File: src/rtl/core/voe_pkg.sv
// Package: types and constants for the VM opcode execute unit.
package voe_pkg;
  localparam int StackDepthDef = 16;
  localparam int MemoryBytesDef = 4096;
  localparam int QueueDepth = 2;
  localparam logic [11:0] PcReset = 12'd512;

  typedef enum logic [3:0] {
    OP_NONE, OP_CLS, OP_RET, OP_JP, OP_CALL, OP_SE, OP_SNE, OP_LD,
    OP_ALU, OP_IDX, OP_IDXADD, OP_JPV0, OP_RND, OP_TMR, OP_STORE, OP_LOAD
  } op_e;

  typedef enum logic [1:0] {ST_IDLE, ST_MEM, ST_WAIT, ST_DONE} state_e;

  typedef struct packed {
    logic        kind;
    logic [15:0] instruction_word;
    logic [7:0]  random_byte;
    logic [15:0] key_states;
    logic [11:0] load_address;
    logic [7:0]  load_data;
  } in_t;

  typedef struct packed {
    logic [11:0] next_pc;
    logic [15:0] index_value;
    logic        matched;
    logic        clear_display;
    logic [7:0]  sound_level;
    logic        stack_fault;
  } out_t;

  typedef struct packed {
    op_e         op;
    logic        load;
    logic        matched;
    in_t         item;
  } cmd_t;
endpackage

File: src/rtl/core/voe_front.sv
// Front: accepts items, classifies the opcode, and queues commands.
module voe_front import voe_pkg::*; (
  input  logic clk_i,
  input  logic rst_ni,
  input  logic start,
  output logic busy,
  input  in_t  in_i,
  input  logic pop_i,
  output logic cmd_valid_o,
  output cmd_t cmd_o
);
  cmd_t q_q [QueueDepth];
  logic [1:0] cnt_q, cnt_d;
  logic rd_q, wr_q;
  cmd_t c;
  logic [15:0] w;
  logic push;

  assign busy = (cnt_q == 2'(QueueDepth));
  assign push = start && !busy;
  assign w = in_i.instruction_word;

  always_comb begin
    c.item = in_i;
    c.load = in_i.kind;
    c.op = OP_NONE;
    unique case (w[15:12])
      4'h0: c.op = (w == 16'h00e0) ? OP_CLS : (w == 16'h00ee) ? OP_RET : OP_NONE;
      4'h1: c.op = OP_JP;
      4'h2: c.op = OP_CALL;
      4'h3, 4'h5: c.op = OP_SE;
      4'h4: c.op = OP_SNE;
      4'h6, 4'h7: c.op = OP_LD;
      4'h8: c.op = (w[3:0] <= 4'h7 || w[3:0] == 4'he) ? OP_ALU : OP_NONE;
      4'h9: c.op = (w[3:0] == 4'h0) ? OP_SNE : OP_NONE;
      4'ha: c.op = OP_IDX;
      4'hb: c.op = OP_JPV0;
      4'hc: c.op = OP_RND;
      4'he: c.op = (w[7:0] == 8'h9e || w[7:0] == 8'ha1) ? OP_SE : OP_NONE;
      4'hf: begin
        case (w[7:0])
          8'h07, 8'h15, 8'h18: c.op = OP_TMR;
          8'h1e: c.op = OP_IDXADD;
          8'h55: c.op = OP_STORE;
          8'h65: c.op = OP_LOAD;
          default: c.op = OP_NONE;
        endcase
      end
      default: c.op = OP_NONE;
    endcase
    if (in_i.kind) c.op = OP_NONE;
    c.matched = !in_i.kind && (c.op != OP_NONE);
  end

  always_comb begin
    cnt_d = cnt_q;
    if (push && !pop_i) cnt_d = cnt_q + 2'd1;
    if (!push && pop_i) cnt_d = cnt_q - 2'd1;
  end

  always_ff @(posedge clk_i or negedge rst_ni) begin
    if (!rst_ni) begin
      cnt_q <= '0;
      rd_q <= 1'b0;
      wr_q <= 1'b0;
    end else begin
      cnt_q <= cnt_d;
      if (push) wr_q <= !wr_q;
      if (pop_i) rd_q <= !rd_q;
    end
  end

  always_ff @(posedge clk_i) begin
    if (push) q_q[wr_q] <= c;
  end

  assign cmd_valid_o = (cnt_q != 2'd0);
  assign cmd_o = q_q[rd_q];
endmodule

File: config.mk
export PLATFORM = sky130hd
export DESIGN_NAME = voe_front
export DESIGN_NICKNAME = d
export VERILOG_FILES = /design/src/rtl/core/voe_pkg.sv /design/src/rtl/core/voe_front.sv
export SDC_FILE = /design/constraint.sdc
export NUM_CORES = 1
export LEC_CHECK = 0
export BUFFER_PORTS_ARGS = -buffer_cell sky130_fd_sc_hd__buf_4
export CORE_MARGIN = 3
export CORE_UTILIZATION = 37
export DETAILED_ROUTE_END_ITERATION = 16
export GPL_TIMING_DRIVEN = 0
export PLACE_DENSITY = 0.63
export SYNTH_ARGS = -nofsm -noshare
export SYNTH_HDL_FRONTEND = slang
export SYNTH_SLANG_ARGS = --single-unit
File: constraint.sdc
create_clock -name clk_i -period 5.7 [get_ports clk_i]
set_input_delay 0 -clock clk_i [delete_from_list [all_inputs] [get_ports clk_i]]
set_output_delay 0 -clock clk_i [all_outputs]
set_load 0.01 [all_outputs]
After elaboration in Yosys (flattened, before gate mapping)
Memories as Yosys holds them, arrays and structs flattened.
Index checks and enable logic that the tools add are counted.

word-level totals
  logic and storage cells = 65
  register bits after elaboration = 4
  memories = 1
  input port bits = 65
  output and inout port bits = 69
  memory bits (writable) = 134

operators by class
  mux-type cells = 12
  magnitude comparators = 1
  add/sub/neg operators = 2
  eq/ne operators = 26
  reduce and logical (&&, ||, !) cells = 20

memories
  name  depth  width  read ports  clocked after memory_dff  write ports  RTL line         RTL
  q_q   2      67     1           0                         1            voe_front.sv:12  cmd_t q_q [QueueDepth];

operators with widths
  cell                 count
  $pmux 4 s13          1
  $eq 16x8->1 const B  2
  $eq 4x4->1 const B   8
  $eq 8x5->1 const B   3
  $eq 4x3->1 const B   4
  $eq 8x7->1 const B   2
  $eq 8x8->1 const B   2
  $pmux 4 s4           1
  $eq 4x2->1 const B   2
  $eq 8x3->1 const B   1
  $logic_not 4->1      2
  $mux 2               4
  $mux 4               2
  $logic_not 1->1      6
  $mux 3               2
  $eq 4x1->1 const B   1
  $le 4x3->1 const B   1
  $logic_and 1x1->1    4
  $reduce_bool 2->1    2
  $reduce_bool 4->1    1
  $reduce_or 2->1      2
  $reduce_or 3->1      1
  $add 2x1->2 const B  1
  $eq 2x2->1 const B   1
  other kinds (3)      5

Logic depth before layout (Yosys ltp)
Gate-level depths: netlist of run 1.

  depth in word-level cells = 7
  depth in mapped cells = 6
  depth with buffers taken out = 6

Least setup slack after synthesis of run 1
OpenSTA, ideal clock, no wires.

  path kind = register -> register
  start point = reg cnt_q[0]
  end point = mem q_q[0][0] (netlist name), enable pin
  arrival time = 3.388 ns
  library setup time = 0.490 ns
  path slack = 1.822 ns
  cell stages (with the launch flop) = 4
  cell sequence = dfrtp_1 > nand2b_1 > nand2_1 > nor2_1

on the way
  word-level cells in the longest chain between the ends = 5

ends and longest elaborated chain
  element                       RTL line         RTL
  start: declaration            voe_front.sv:13  logic [1:0] cnt_q, cnt_d;
  start signal: assignment      voe_front.sv:67  cnt_q <= cnt_d;
  $eq 2x2->1                    voe_front.sv:19  assign busy = (cnt_q == 2'(QueueDepth));
  $logic_not 1->1               voe_front.sv:20  assign push = start && !busy;
  $logic_and 1x1->1             voe_front.sv:20
  $mux 1                        voe_front.sv:74  if (push) q_q[wr_q] <= c;
  $mux 1 (implied by the code)  voe_front.sv:74
  end: declaration              voe_front.sv:12

No other way between the ends.

==> results of run 1 <==
[layout make-up]
| cell class | count | area, sq um | share of cell area [%] |
|---|---|---|---|
| plain buffers | 12 | 48.8 | 0.616 |
| clock buffers | 18 | 429 | 5.42 |
| clock inverters | 14 | 158 | 1.99 |
| inverters | 5 | 18.8 | 0.237 |
| multi-input cells | 139 | 1260 | 15.9 |
| flip-flops and latches | 136 | 4060 | 51.3 |
| well taps | 180 | 225 | 2.84 |
| repair buffers | 201 | 1720 | 21.7 |
[metal layers]
metal / up-vias / track usage [%]
met4: 0 / 5.99
met3: 16 / 3.71
met5: - / 0
li1: 1598 / -
met2: 113 / 26.1
met1: 1650 / 17.1
[registers in the layout, indices dropped and copies added, names as in the netlist]
register	cells
cnt_q	2
q_q	132
rd_q	1
wr_q	1
[metrics by stage]
stage / instances / hold slack (ps) / instance area (sq um)
floorplan: 292 / -296 / 5380
global placement: 605 / -202 / 6610
detailed placement: 608 / -199 / 6690
CTS: 705 / 298 / 7920
global route: 705 / 307 / 7920
finish: 705 / 319 / 7920
[cell families after synthesis]
kind of cell / Yosys count / share of synthesized area (%)
DFF: 136 / 75.5
muxes: 66 / 13.8
and+or+nand+nor: 48 / 5.46
buffers and inverters: 17 / 1.26
AOI/OAI and AO/OA: 16 / 2.44
xor gates and xnor gates: 8 / 1.30
adders and majority gates: 1 / 0.232
[power by group through the flow]
stage | clock network [mW] | registers (mW) | logic, mW
finish | 1.08 | 1.43 | 1.18
global route | 1.14 | 1.45 | 1.28
CTS | 1.10 | 1.43 | 1.21
detailed placement | 0 | 1.45 | 1.17
global placement | 0 | 1.47 | 1.12
floorplan | 0 | 1.45 | 0.614
[worst paths after layout]
check / start / endpoint / slack, ps
worst min-delay path: in_i[34] / q_q[1][34] / 320
max in group asynchronous: rst_ni / wr_q / 5010
worst max register to register: cnt_q[0] / q_q[0][49] / 3760
min in group asynchronous: rst_ni / cnt_q[1] / 510
worst min register to register: cnt_q[1] / cnt_q[1] / 500
worst max-delay path: rd_q / cmd_o[52] / 3240
[synth_stat cells, types with 2 or more instances]
cell type	count	area share, %
o2111ai_1	2	0.33
a21oi_1	3	0.28
xor2_1	5	0.81
edfxtp_1	132	74
clkbuf_1	8	0.56
inv_1	4	0.28
dfrtp_1	4	1.9
nand2_1	5	0.35
nor2b_1	3	0.35
o221ai_1	2	0.33
xnor2_1	3	0.49
nor3_1	3	0.28
nand4_1	3	0.35
nor4b_1	2	0.33
buf_1	3	0.21
nor4_1	3	0.35
nor3b_1	3	0.42
nand2b_1	3	0.35
nor2_1	10	0.70
mux2_2	66	14
and2_1	2	0.23
[timing repair]
action	in CTS	in global routing
endpoints found under the setup margin	0	0
hold buffers	65	0
gates resized for setup	0	0
hold endpoints to repair	129	0
==> impl_metrics.toml, run 1 <==
[drt]
wl_met3_um = 614
routed_via_density = 4.79
met1_length_um = 4590
dr_wl_met2_um = 6060
drc_errors = 0
drt_pass1_iterations = 4
wl_per_cell_um = 16.2
dr_total_vias = 3377
drt-initial-drc-count = 143
ant_nets = 0
top_layer = "met4"
wirelength_um = 11400

[worst_setup_path]
cp_slowest_cell = "clkbuf_1"
crit_arrival_ps = 2460
cp_num_buf_inv = 3
critical_path.max_stage_delay_ps = 560
rr_worst_depth = 4
path_class = "reg2out"
path_common_cell = "clkbuf_1"
cp_cell_sequence = "clkbuf_1, clkbuf_1, mux2_2, buf_4"
worstSetupEndpointType = "output port"
critPathRequiredTime_ps = 5700
critical-path-top-delay-family = "buffers and inverters"
crit_fanout = 10
critical_path_depth = 4
cp-start-kind = "flop"

[sta]
slew_violations = 0
finalSetupViolations = 0
slew_headroom_pct = 50.8
rsz0062_at_grt = "false"
skew_ps = 5.54
hold_violations = 0
fin_ws_ps = 3240
worstMarginPinSlew_ps = 737
tns_ps = 0
fmax_ghz = 0.406
period_needed_ps = 2460
finalCritPeriodShare_pct = 43.2

[clock_network]
cts-root-buf = "clkbuf_16"
clk_pin_slew_ps = 60
clock_latency_ps = 400
htreeDepth = 4
cts_tree = "yes"
clkSinkCount = 136
cts_setup_buffers = 0
cts_buffer_depth = 2
cts_made_buffers = 17

[logic_synthesis]
netlist_area_sq_mm = 0.00538
ys_warn_count = 0
ys_ff_latch = 136
ys.flop_type = "edfxtp_1"
syn_inst = 292
async_flop_share_pct = 2.94
synth_edf_count = 132
avgSynthCellArea_sq_um = 18.4
ys_seq_area_share_pct = 75.5
syn_nets = 358
synth_cell_types = 44

[power_and_ir_drop]
p_int_mw = 2.66
p_sw_share_pct = 27.7
clockPowerShare_pct = 29.2
p_seq_share_pct = 38.7
p_per_area_mw_per_mm2 = 465
leakage_nw = 2.96
power_mw = 3.68
netSwitchingPower_mw = 1.02
peakVddDrop_mv = 0.205
pwr-share-comb_pct = 32.1

[die]
fp.dieH_um = 127
io_pins = 134
start_util_pct = 38.3
fp.coreArea_sq_mm = 0.0140
fp.dieW_um = 127
dieArea_sq_mm = 0.0160
num_rows = 43

[grt]
overflow = 0
grt_usage_pct = 14.8
grt_antenna_before_repair = 0
grt_pass1_vias = 3727
grt_max_degree = 40
grt_pass1_wl_um = 18500

[cells_and_area]
n_antenna_cell = 0
nFillCells = 1100
layout_commonest_cell = "buf_4"
nNetsFinal = 578
layout-drive-gt1-share_pct = 45.7
final_cell_mix = "buf_4, edfxtp_1, mux2_2"
syn2layout_area_growth_pct = 47.2
final_core_util_pct = 56.4

[run_status]
outcome = "finished, final reports clean"

[place]
gp_congestion = 0.749
dpl.hpwl_um = 7360
dp_slack_ps = 3620
io_buffer_count = 133

[hold_path]
holdPathStages = 2
min_path_type = "in2reg"

[run]
maxCapViolations = 0
(Power assumes the default switching activity.)
==> inputs of run 2 (changes only) <==
--- a/config.mk
+++ b/config.mk
@@ -5,6 +5,7 @@
 export SDC_FILE = /design/constraint.sdc
 export NUM_CORES = 1
 export LEC_CHECK = 0
+export ABC_AREA = 1
 export BUFFER_PORTS_ARGS = -buffer_cell sky130_fd_sc_hd__buf_4
 export CORE_MARGIN = 3
 export CORE_UTILIZATION = 37
==> constraint.sdc (replaced) <==
create_clock -name clk_i -period 2.5 [get_ports clk_i]
set_input_delay 0 -clock clk_i [delete_from_list [all_inputs] [get_ports clk_i]]
set_output_delay 0 -clock clk_i [all_outputs]
set_load 0.01 [all_outputs]
==> run 2 against run 1 <==
Net effect: power increased by 120%; global-route usage increased by 0.41 points; count of clock-buffer cells in the layout unchanged; sequential power increased by 130%; final cell count increased by 7.8%; die area increased by 1.6%; clock power increased by 110%; utilization decreased by 0.10 points; largest cell class unchanged; highest routed layer unchanged.
==> impl_metrics.toml, run 2 <==
[run_status]
outcome = "finished, final reports clean"

[logic_synthesis]
synthDominantCellAreaShare_pct = 72.4
synth_edf_count = 132
ys_warn_count = 0
syn_nets = 414
netlist_area_sq_mm = 0.00547
ys_seq_area_share_pct = 74.2
yosys.area.top_type = "edfxtp_1"
yosys-top-cells-count = "edfxtp_1, mux2_2, nand2_1"
synthTopCellsByArea = "edfxtp_1, mux2_2, nand2_1, nor2_1, dfrtp_1"
async_flop_share_pct = 2.94
avgSynthCellArea_sq_um = 15.7
ys_ff_latch = 136
synth_cell_types = 26
ys.flop_type = "edfxtp_1"
syn_inst = 348
synth.most_common_cell = "edfxtp_1"

[drt]
wirelength_um = 12000
ant_nets = 0
routed_via_density = 4.67
drt_pass1_iterations = 6
wl_per_cell_um = 15.8
dr_total_vias = 3552
drt-initial-drc-count = 219
drc_errors = 0

[hold_path]
min_path_type = "in2reg"
holdPathStages = 3
hold_end = "wr_q"
hp-start = "start"

[place]
dpl.hpwl_um = 7990
io_buffer_count = 133
gp_congestion = 0.774
placed_cell_area_sq_mm = 0.00679

[sta]
finalCritPeriodShare_pct = 87.7
period_needed_ps = 2190
hold_violations = 0
rsz0062_at_grt = "false"
whs_ps = 203
fmax_ghz = 0.456
slew_headroom_pct = 39.0
finalSetupViolations = 0
slew_violations = 0
tns_ps = 0
worstMarginPinSlew_ps = 905
skew_ps = 4.06

[worst_setup_path]
path_class = "reg2reg"
crit_fanout = 26
r2r_start = "cnt_q[0]"
critPathRequiredTime_ps = 2610
cp_cell_sequence = "o21ai_0, nor2_4, buf_12, buf_12"
r2r_slack_ps = 310
cp-start-kind = "flop"
critical_path.max_stage_delay_ps = 600
path_common_cell = "buf_12"
r2r-end = "q_q[0][38]"
worstSetupEndpointType = "flop"
crit_arrival_ps = 2300
cp_slowest_cell = "nor2_4"
rr_worst_depth = 4

[run]
maxCapViolations = 0

[grt]
grt_antenna_before_repair = 0
grt_pass1_vias = 3793
overflow = 0
grt_pass1_wl_um = 19000
grt_usage_pct = 15.2
grt_max_degree = 27

[clock_network]
cts_made_buffers = 17
clk_pin_slew_ps = 50
ctsHoldBuffers = 64
cts_tree = "yes"
clock_latency_ps = 410
cts_setup_buffers = 0
post_cts_resized = 0
htreeDepth = 4
cts-root-buf = "clkbuf_16"
cts_buffer_depth = 2
clkSinkCount = 136

[die]
fp.coreArea_sq_mm = 0.0141
num_rows = 43
fp.dieH_um = 128
fp.dieW_um = 128
dieArea_sq_mm = 0.0163
io_pins = 134
start_util_pct = 38.7

[cells_and_area]
layout_commonest_cell = "buf_4"
top_regs = "q_q: 132 flops, cnt_q: 2 flops"
final_cell_mix = "buf_4, edfxtp_1, mux2_2"
nFillCells = 1177
syn2layout_area_growth_pct = 45.6
nNetsFinal = 634
n_antenna_cell = 0
final_cell_area_sq_mm = 0.00797
largest_reg_flops = 132
layout-drive-gt1-share_pct = 43.1
largest_register = "q_q"

[power_and_ir_drop]
peakVddDrop_mv = 0.435
leakage_nw = 3.16
p_per_area_mw_per_mm2 = 1030
power_mw = 8.24
-- run 2: cell count changes after synthesis, moves of 4 or more --
cell / previous run / this run
nand2_1: 5 / 43
nor2_1: 10 / 30
inv_1: 4 / 22
nand3_1: 1 / 13
clkbuf_1: 8 / 0
buf_2: 0 / 4
-- run 2: cell families (layout without fill, tap and decap cells) --
logic type / Yosys count / count (layout) / synth area share, %
DFF: 136 / 136 / 74.2
and+or+nand+nor: 95 / 95 / 7.22
muxes: 66 / 66 / 13.6
buffers and inverters: 33 / 265 / 2.77
AOI/OAI and AO/OA: 13 / 13 / 1.33
xor gates and xnor gates: 4 / 4 / 0.640
adders and majority gates: 1 / 1 / 0.229
-- run 2: how the worst max path moves through the flow --
| stage | from | to | slack [ps] | depth (start not counted) |
|---|---|---|---|---|
| floorplan | cnt_q[1] | q_q[0][0] | -320 | 3 |
| global placement | cnt_q[1] | q_q[0][39] | -1410 | 3 |
| detailed placement | cnt_q[0] | q_q[0][39] | 280 | 4 |
| CTS | cnt_q[0] | q_q[0][38] | 270 | 4 |
| global route | cnt_q[1] | q_q[0][38] | 140 | 5 |
| finish | cnt_q[0] | q_q[0][38] | 310 | 4 |
-- run 2: layout make-up --
class | instances | area [sq um] | share of cell area [%]
Multi-Input combinational cell | 179 | 1270 | 16.0
Inverter | 24 | 90.1 | 1.13
Clock inverter | 13 | 108 | 1.35
Sequential cell | 136 | 4060 | 51.0
Tap cell | 180 | 225 | 2.83
Clock buffer | 18 | 429 | 5.38
Timing Repair Buffer | 201 | 1720 | 21.6
Buffer | 9 | 61.3 | 0.769
-- run 2: routing by layer --
metal	wire, um	track usage (%)	up-vias
met4	155	5.37	0
met3	728	4.68	17
li1	-	-	1705
met5	0	0	-
met1	4890	17.2	1706
met2	6230	27.0	124
-- run 2: per-stage QoR --
stage | worst slack (ps) | util, % | cells
2_1_floorplan | -323 | - | 348
3_3_place_gp | -1410 | 47.4 | 661
3_5_place_dp | 279 | 48.0 | 665
4_1_cts | 272 | 56.3 | 760
5_1_grt | 141 | 56.3 | 760
6_report | 307 | 56.3 | 760
-- run 2: where the power goes --
group	internal, mW	switching, mW
clock	1.35	0.904
sequential	3.12	0.122
combinational	1.43	1.32
total	5.90	2.35
-- run 2: worst max-delay path, delay by kind of cell, from the launching register on --
kind	cells	cell delay, ps
AOI/OAI and AO/OA	1	350
and+or+nand+nor	1	600
buffers and inverters	2	480
DFF	1	430
==> inputs of run 3 (changes only) <==
--- a/config.mk
+++ b/config.mk
@@ -11,7 +11,6 @@
 export CORE_UTILIZATION = 37
 export DETAILED_ROUTE_END_ITERATION = 16
 export GPL_TIMING_DRIVEN = 0
-export PLACE_DENSITY = 0.63
 export SYNTH_ARGS = -nofsm -noshare
 export SYNTH_HDL_FRONTEND = slang
 export SYNTH_SLANG_ARGS = --single-unit
==> run 3 against run 2 <==
Net effect: sequential power hardly changed; sequential share of layout area is 0.41 points lower; worst setup slack better by 100 ps.
==> impl_metrics.toml, run 3 (synthesis gave the netlist of run 2 again) <==
[run_status]
outcome = "finished, final reports clean"

[sta]
period_needed_ps = 2090
skew_ps = 7.59
fin_ws_ps = 408
slew_violations = 0
slew_headroom_pct = 38.6
tns_ps = 0
hold_violations = 0
worstMarginPinSlew_ps = 911
whs_ps = 201
fmax_ghz = 0.478
finalSetupViolations = 0
finalCritPeriodShare_pct = 83.7
rsz0062_at_grt = "false"

[worst_setup_path]
critPathRequiredTime_ps = 2790
r2r_start = "cnt_q[0]"
r2r_slack_ps = 410
crit_arrival_ps = 2380
crit_fanout = 6
cp-start-kind = "flop"
cp_cell_sequence = "o21ai_0, ha_1, a21oi_1, o21ai_0, xor2_1"
critical_path.max_stage_delay_ps = 750
cp_num_buf_inv = 0
path_class = "reg2reg"
crit_start = "cnt_q[0]"
worstSetupEndpointType = "flop"
path_common_cell = "o21ai_0"
cp_slowest_cell = "o21ai_0"
critical-path-top-delay-family = "compound AO/OA/AOI/OAI gates"

[hold_path]
hp-start = "start"
min_path_type = "in2reg"

[cells_and_area]
largest_register = "q_q"
layout-drive-gt1-share_pct = 43.2
multi_input_area_sq_mm = 0.00127
final_cell_area_sq_mm = 0.00803
nNetsFinal = 634
nFillCells = 1127
seq_area_sq_mm = 0.00406
syn2layout_area_growth_pct = 46.8
largest_reg_flops = 132
layout_commonest_cell = "buf_4"
n_antenna_cell = 0
top_regs = "q_q: 132 flops, cnt_q: 2 flops"
final_cell_mix = "buf_4, edfxtp_1, mux2_2"

[grt]
grt_pass1_wl_um = 19000
grt_max_degree = 26
grt_pass1_vias = 3824
grt_antenna_before_repair = 0
grt_usage_pct = 15.1
overflow = 0

[place]
io_buffer_count = 133
dpl.hpwl_um = 7830
gp_congestion = 0.814
placed_cell_area_sq_mm = 0.00679
dp_slack_ps = 384

[drt]
wl_per_cell_um = 15.7
drt-initial-drc-count = 244
wirelength_um = 11900
drt_pass1_iterations = 4
routed_via_density = 4.62
dr_total_vias = 3513
ant_nets = 0
drc_errors = 0

[die]
start_util_pct = 38.7
fp.dieH_um = 128
dieArea_sq_mm = 0.0163
num_rows = 43
io_pins = 134
fp.coreArea_sq_mm = 0.0141
fp.dieW_um = 128

[clock_network]
clock_latency_ps = 410
htreeDepth = 4
cts-root-buf = "clkbuf_16"
cts_buffer_depth = 2
cts_tree = "yes"
cts_setup_buffers = 0
clkSinkCount = 136
clk_pin_slew_ps = 60
cts_made_buffers = 17

[run]
maxCapViolations = 0

[power_and_ir_drop]
leakage_nw = 3.19
power_mw = 8.51
peakVddDrop_mv = 0.487
p_per_area_mw_per_mm2 = 1060
## run 3: cell count changes in the layout (fill, tap and decap cells not counted), sizes merged
cell      before  now
clkinv         9    7
bufinv         1    3
inv           24   27
clkbuf        18   17
clkinvlp       3    2
## run 3: routing by layer
| metal | vias to the layer above | wire, um | part of all wire (%) | track usage (%) |
|---|---|---|---|---|
| li1 | 1701 | - | - | - |
| met1 | 1679 | 5060 | 42 | 17.7 |
| met2 | 121 | 6010 | 50 | 26.6 |
| met3 | 12 | 697 | 5.8 | 4.22 |
| met4 | 0 | 150 | 1.3 | 5.24 |
| met5 | - | 0 | 0 | 0 |
## run 3: metrics by stage
stage / util (%) / std cells
after global routing: 56.8 / 761
final: 56.8 / 761
after detailed placement: 48.0 / 665
after global placement: 47.4 / 661
after floorplan: - / 348
after CTS: 56.8 / 761
## run 3: path summary, 6_finish.rpt
path / end / depth (start not counted)
min in group asynchronous: cnt_q[1] / 3
hold / removal: wr_q / 3
setup / recovery: cnt_q[1] / 5
max in group asynchronous: cnt_q[0] / 3
hold reg to reg: cnt_q[0] / 1
setup reg to reg: cnt_q[1] / 5
## run 3: layout make-up
type	instances	area share (%)
Clock buffer	17	5.30
Timing Repair Buffer	201	21.4
Clock inverter	15	2.18
Inverter	24	1.12
Sequential cell	136	50.6
Buffer	9	0.763
Tap cell	180	2.80
Multi-Input combinational cell	179	15.9
## run 3: timing repair
action	CTS	global route
hold endpoints to repair	136	0
hold buffers	64	0
gates resized for setup	0	0
## run 3: power breakdown
| part | internal, mW | switching (mW) | total, mW |
|---|---|---|---|
| sequential | 3.12 | 0.125 | 3.24 |
| clock | 1.57 | 0.950 | 2.52 |
| combinational | 1.43 | 1.32 | 2.75 |
## run 3: worst min-delay path, cell delays in order
cell and delay, ps:
buf_4 110, o21ai_0 340, xor2_1 120
